==> src/hw/rtl/assert_macros.svh <==
// Assertion macros shared by the RTL of the sparse row dot-product block.
// Define ASSERT_OFF to compile the checks out.
`ifndef ASSERT_MACROS_SVH
`define ASSERT_MACROS_SVH
`ifndef ASSERT_OFF
`define ASSERT_IMPLIES(label, clk, rst, ante, cons, msg) \
  label: assert property (@(posedge clk) disable iff (rst) (ante) |-> (cons)) else $error(msg);
`define ASSERT_NEXT(label, clk, rst, ante, cons, msg) \
  label: assert property (@(posedge clk) disable iff (rst) (ante) |=> (cons)) else $error(msg);
`else
`define ASSERT_IMPLIES(label, clk, rst, ante, cons, msg)
`define ASSERT_NEXT(label, clk, rst, ante, cons, msg)
`endif
`endif

==> src/hw/rtl/csrspmv_pkg.sv <==
// Shared constants, types and helper functions of the sparse row dot-product block.
// No dependencies.
`default_nettype none
package csrspmv_pkg;

  localparam int TABLE_DEPTH  = 4096;
  localparam int VECTOR_DEPTH = 65536;
  localparam int TBL_AW = $clog2(TABLE_DEPTH);
  localparam int VEC_AW = $clog2(VECTOR_DEPTH);

  localparam int QDEPTH = 4;
  localparam int QAW    = $clog2(QDEPTH);
  localparam int QCW    = $clog2(QDEPTH + 1);

  localparam logic [1:0] OP_TABLE_LOAD  = 2'd0;
  localparam logic [1:0] OP_VECTOR_LOAD = 2'd1;
  localparam logic [1:0] OP_NONZERO     = 2'd2;
  localparam logic [1:0] OP_EMPTY_ROW   = 2'd3;

  localparam logic [2:0] INDEX_BYTES_RESET = 3'd1;

  // Default quiet NaN produced by an invalid operation.
  localparam logic [63:0] DEFAULT_NAN = 64'hFFF8_0000_0000_0000;

  typedef struct packed {
    logic        close;
    logic        last;
    logic        err;
    logic [63:0] a;
    logic [63:0] x;
  } qent_t;

  // Unrounded value: mant has its binary point right of bit 107, scaled by 2^exp.
  typedef struct packed {
    logic        force_en;
    logic [63:0] force_val;
    logic        sign;
    logic [13:0] exp;
    logic [107:0] mant;
  } rnd_in_t;

  function automatic logic [6:0] lzc108(input logic [107:0] v);
    logic [6:0] n;
    n = 7'd0;
    for (int i = 0; i < 108; i++) begin
      if (v[i]) n = 7'(107 - i);
    end
    return n;
  endfunction

  function automatic logic is_nan(input logic [63:0] v);
    return (v[62:52] == 11'h7FF) && (v[51:0] != 52'b0);
  endfunction

  function automatic logic is_inf(input logic [63:0] v);
    return (v[62:52] == 11'h7FF) && (v[51:0] == 52'b0);
  endfunction

  function automatic logic is_zero(input logic [63:0] v);
    return v[62:0] == 63'b0;
  endfunction

  function automatic logic [63:0] quiet(input logic [63:0] v);
    return v | 64'h0008_0000_0000_0000;
  endfunction

endpackage
`default_nettype wire

==> src/hw/rtl/csrspmv_queue.sv <==
// Short queue between the front end and the arithmetic back end.
// Depends on csrspmv_pkg and assert_macros.svh.
`default_nettype none
`include "assert_macros.svh"
module csrspmv_queue import csrspmv_pkg::*; (
  input  wire logic clk,
  input  wire logic rst,
  input  wire logic push,
  input  qent_t     push_data,
  input  wire logic pop,
  output qent_t     head,
  output logic      nonempty,
  output logic [QCW-1:0] count
);
  qent_t          mem [QDEPTH];
  logic [QAW-1:0] wp;
  logic [QAW-1:0] rp;

  assign head     = mem[rp];
  assign nonempty = count != '0;

  always_ff @(posedge clk) begin
    if (push) mem[wp] <= push_data;
  end

  always_ff @(posedge clk) begin
    if (rst) begin
      wp    <= '0;
      rp    <= '0;
      count <= '0;
    end else begin
      if (push) wp <= wp + 1'b1;
      if (pop) rp <= rp + 1'b1;
      if (push && !pop) count <= count + 1'b1;
      else if (pop && !push) count <= count - 1'b1;
    end
  end

  `ASSERT_IMPLIES(a_no_overflow, clk, rst, push && !pop, count < QCW'(QDEPTH), "queue overflow")
  `ASSERT_IMPLIES(a_no_underflow, clk, rst, pop, count != '0, "pop from empty queue")
endmodule
`default_nettype wire

==> config.mk <==
export PLATFORM = sky130hd
export DESIGN_NAME = csrspmv_queue
export DESIGN_NICKNAME = d
export VERILOG_FILES = /design/src/hw/rtl/csrspmv_pkg.sv /design/src/hw/rtl/csrspmv_queue.sv
export VERILOG_INCLUDE_DIRS = /design/src /design/src/hw/rtl
export SDC_FILE = /design/constraint.sdc
export NUM_CORES = 1
export LEC_CHECK = 0
export ABC_AREA = 0
export BUFFER_PORTS_ARGS = -buffer_cell sky130_fd_sc_hd__buf_2
export CORE_MARGIN = 3
export CORE_UTILIZATION = 59
export CTS_BUF_LIST = sky130_fd_sc_hd__clkbuf_2 sky130_fd_sc_hd__clkbuf_4 sky130_fd_sc_hd__clkbuf_8
export DETAILED_ROUTE_END_ITERATION = 7
export PLACE_DENSITY = 0.88
export SLEW_MARGIN = 40
export SYNTH_ARGS = -nofsm -noshare
export SYNTH_HDL_FRONTEND = slang
export SYNTH_SLANG_ARGS = --single-unit
export TNS_END_PERCENT = 5
==> constraint.sdc <==
create_clock -name clk -period 6.7 [get_ports clk]
set_clock_uncertainty 0.05 [all_clocks]
set_input_delay 1.675 -clock clk [delete_from_list [all_inputs] [get_ports clk]]
set_output_delay 1.675 -clock clk [all_outputs]
set_load 0.05 [all_outputs]
**Word-level counts from Yosys, hierarchy flattened**

Memory sizes are Yosys's and may differ from the RTL's. A register that Yosys moved wholly into a read port is not among the register bits.
Cells that the tools add are included.

- Register bits: 7
- Memory bits (writable): 524
- Input port bits: 135
- Logic and storage cells: 20
- Memories kept: 1
- Output and inout port bits: 135

- $add $sub $neg: 4
- Reduce and logical (&&, ||, !) cells: 6
- Mux-type cells: 6

Memories:

| name | words | width | read ports | clocked after memory_dff | wr ports | RTL line | source |
|---|---|---|---|---|---|---|---|
| mem | 4 | 131 | 1 | 1 | 1 | csrspmv_queue.sv:15 | `qent_t mem [QDEPTH];` |

Operators by type and width:

| operator | count |
|---|---|
| $mux W3 | 2 |
| $add A2 B1 Y2 const B | 2 |
| $mux W2 | 2 |
| $add A3 B1 Y3 const B | 1 |
| $reduce_bool A3 Y1 | 1 |
| $sub A3 B1 Y3 const B | 1 |
| $logic_and A1 B1 Y1 | 2 |
| $logic_not A1 Y1 | 2 |
| $mux W1 | 2 |
| $reduce_bool A2 Y1 | 1 |

**Logic depth before layout (Yosys ltp)**

- Word-level depth: 4
- Gate-level depth with buffers: 7
- Mapped depth without buffers: 7

**Worst setup path before layout**

No wires, ideal clock.

- Path kind: input port to flip-flop
- From: input push
- To: memory mem[0][0] in the netlist's numbering (enable)
- Setup time: 0.505 ns
- Path buffers: 0
- Required time: 6.145 ns
- Setup slack: 1.470 ns
- Data arrival time: 4.675 ns
- Stages: 1
- Cell sequence: and2_1

- Word-level cells in the longest chain between the ends: 2

RTL lines:

| element | RTL line | source |
|---|---|---|
| start: declaration | csrspmv_queue.sv:8 | `input wire logic push,` |
| $mux W1 | csrspmv_queue.sv:23 | `if (push) mem[wp] <= push_data;` |
| $mux W1 (not written as such) | csrspmv_queue.sv:23 |  |
| end: declaration | csrspmv_queue.sv:15 |  |

Every way passes these cells.

==> run_results.csv <==
group,metric,value,unit
outcome,status,"finished, final reports clean",
route,avgRoutedWirePerCell,23.13,microns
critical_path,setup.worst_path.end_class,"primary output",
die,coreArea,31960,sq um
power_and_ir_drop,max-vdd-ir-drop,0.0002273,V
route,drtPass1Iterations,5,
clock_network,cts_buffer_depth,3,
timing,finalSetupTns,0,ns
critical_path,crit_fanout,79,
clock_network,cts.reportedPaths.clkPinSlew,0.06,ns
route,remaining_drc_errors,0,
critical_path,criticalPathCategory,"flip-flop to primary output",
clock_network,ctsHtreeMaxLevel,3,
place,port-buffer-count,269,
synthesis,post_synth_num_cell_types,20,
finish,share_of_cells_above_drive_strength_1,48.09,%
timing,relSlewSlack,55.60,%
place,hpwl,22020,microns
critical_path,worst_setup_path_endpoint,"head[54]",
die,placement_rows,65,
timing,min_period,4.647,ns
timing,final-max-slew-violation-count,0,
power_and_ir_drop,power-per-cell-area,329.1,nW/um^2
finish,fillers,1748,
global_route,number_of_antenna_violations_at_the_first_check_in_global_routing,6,
clock_network,cts_resized,0,
synthesis,netlist_instances,728,
route,dr.first_iter.drc_count,621,
clock_network,cts.sinks,533,
die,num_io_pins,270,
clock_network,clk_latency,0.59,ns
global_route,grt_overflow,0,
place,globalplace.congestion,0.7043,
place,placement.setup.worst_slack,2.628,ns
clock_network,tritoncts,"yes",
finish,sequential_cell_area,15920,sq um
die,die-area,34970,sq um
critical_path,rrSetupSlack,4.71,ns
min_path,holdCritPathClass,"flip-flop to flip-flop",
clock_network,cts_hold_buf,0,
finish,final_core_util,71.43,%
route,wl,36210,microns
global_route,use_met3,7.084,%
global_route,track_usage,21.25,%
power_and_ir_drop,power_leakage,7.723,nW
critical_path,worst_r2r_path_depth,4,
timing,setup_slack,2.053,ns
critical_path,startpoint_kind_of_the_worst_setup_timing_path,"flip-flop",
synthesis,yosys_warnings,0,
global_route,first_pass_grt_wire_length,56310,microns
flow_run,timing.max_cap.violations,0,
critical_path,timing.rr.start,"wp[1]$_SDFFE_PP0P_",
critical_path,timing.rr.end,"mem[1][35]$_DFFE_PP_",
clock_network,post-cts-setup-buffers,0,
timing,grt_setup_unrepaired,"no",
synthesis,synth_nets,869,
synthesis,syn-cell-area,19330,sq um
timing,setup_viol_count_final,0,
die,floorplan.initialDensity,60.49,%
route,drt-vias-per-instance,5.657,
clock_network,tritoncts.num_buffers,81,
synthesis,part_of_the_yosys_area_used_for_sequential_elements,82.32,%
global_route,met1_usage,28.34,%
global_route,grt_use_met2,33.49,%
critical_path,timing.critical_path.arrival,2.92,ns
clock_network,clock-root-buffer,"clkbuf_8",
finish,multiInputGateArea,3184,sq um
critical_path,cp_data_required_time,4.97,ns
synthesis,synth-seq-cells,533,
global_route,grt_max_degree,80,
finish,area_delta_synth_final,18.10,%
timing,clock.fmax,215.2,MHz
timing,hold_ws,0.4869,ns
synthesis,syn-mean-instance-area,26.56,sq um
global_route,grt-busiest-layer,"met2",
timing,worst-slew-pin-transition,0.6660,ns
global_route,first_global_vias,9654,
route,final_antenna_net_count,0,
die,die_y,187.0,microns
die,die_width,187.0,microns
timing,share_of_the_clock_period_used_by_the_worst_path,69.36,%
timing,finalHoldViolations,0,
finish,final_net_count,1202,
route,vias,8853,
==> per-stage QoR <==
| step | cells | cell area, sq um | total power, mW |
|---|---|---|---|
| 3_5_place_dp | 1412 | 21220 | 5.040 |
| 4_1_cts | 1559 | 22800 | 7.595 |
| 3_3_place_gp | 1408 | 21140 | 5.004 |
| 6_report | 1565 | 22830 | 7.514 |
| 5_1_grt | 1562 | 22820 | 7.802 |
| 2_1_floorplan | 728 | 19330 | 4.764 |
==> critical path, cell delays in order (launching register included) <==
cell     delay (ns)
dfxtp_4        0.78
buf_12         0.59
mux4_2         0.64
buf_2          0.24
==> state kept, by name, summed over array words and instances (netlist names), named ones only <==
name / cells
count: 3
rp: 2
wp: 2
mem: 524
==> metal layers <==
layer  vias up  share of wire (%)
met4         4                2.6
met5         -              0.075
met3        75                8.9
li1       3828                  -
met1      4580                 39
met2       366                 50
==> cells by family after synthesis <==
kind of cell / after synthesis / synth area share, %
buffers and inverters: 35 / 1.256
adders and majority gates: 6 / 0.4272
DFF: 533 / 82.32
muxes: 133 / 15.36
xor gates and xnor gates: 5 / 0.2266
and+or+nand+nor: 14 / 0.3495
AOI/OAI and AO/OA: 2 / 0.05173
==> how the worst min path moves through the flow <==
stage | slack [ns] | cells past startpoint | start | endpoint
4_1_cts | 0.49 | 2 | count[2]$_SDFFE_PP0P_ | count[2]$_SDFFE_PP0P_
3_3_place_gp | 0.43 | 2 | count[2]$_SDFFE_PP0P_ | count[2]$_SDFFE_PP0P_
3_5_place_dp | 0.44 | 2 | count[2]$_SDFFE_PP0P_ | count[2]$_SDFFE_PP0P_
5_1_grt | 0.53 | 2 | count[2]$_SDFFE_PP0P_ | count[2]$_SDFFE_PP0P_
2_1_floorplan | 0.43 | 2 | rp[1]$_SDFFE_PP0P_ | flip-flop
6_report | 0.49 | 2 | count[2]$_SDFFE_PP0P_ | count[2]$_SDFFE_PP0P_
==> layout make-up <==
| cell class | instances | area share, % |
|---|---|---|
| timing repair buffer | 281 | 6.894 |
| clock inverter | 44 | 1.195 |
| antenna | 5 | 0.05480 |
| tap | 435 | 2.384 |
| sequential | 533 | 69.74 |
| clock buffer | 103 | 5.716 |
| multi-input combinational | 160 | 13.95 |
| inverter | 4 | 0.06576 |
==> where the power goes <==
group	switching (mW)	total, mW	leakage [nW]	internal [mW]
Combinational	0.758	1.08	2.01	0.317
Sequential	0.0529	3.89	4.89	3.83
Clock	1.16	2.55	0.829	1.39
Total	1.97	7.51	7.72	5.54
==> layout by cell type, fill, tap and decap left out, drive strengths merged <==
cell type	netlist	routed
edfxtp	524	524
buf	27	281
mux4	131	131
clkbuf	4	103
clkinv	0	38
dfxtp	9	9
nor2	7	7
diode	0	5
ha	5	5
inv	4	4
and2	4	4
xor2	3	3
clkinvlp	0	3
bufinv	0	3
or3	2	2
xnor2	2	2
mux2i	2	2
nand2	1	1
o21ai	1	1
a21oi	1	1
fa	1	1
==> synthesized netlist by cell type <==
cell / n / area [sq um]
a21oi_1: 1 / 5.000
and2_1: 4 / 25.02
buf_2: 14 / 70.07
buf_4: 2 / 15.01
buf_6: 10 / 112.6
buf_8: 1 / 15.01
clkbuf_1: 4 / 15.01
dfxtp_1: 9 / 180.2
edfxtp_1: 524 / 15740
fa_1: 1 / 20.02
ha_1: 5 / 62.56
inv_1: 4 / 15.01
mux2i_1: 2 / 20.02
mux4_2: 131 / 2950
nand2_1: 1 / 3.750
nor2_1: 7 / 26.28
o21ai_0: 1 / 5.000
or3_1: 2 / 12.51
xnor2_1: 2 / 17.52
xor2_1: 3 / 26.28
Power figures use the tool's default switching activity.
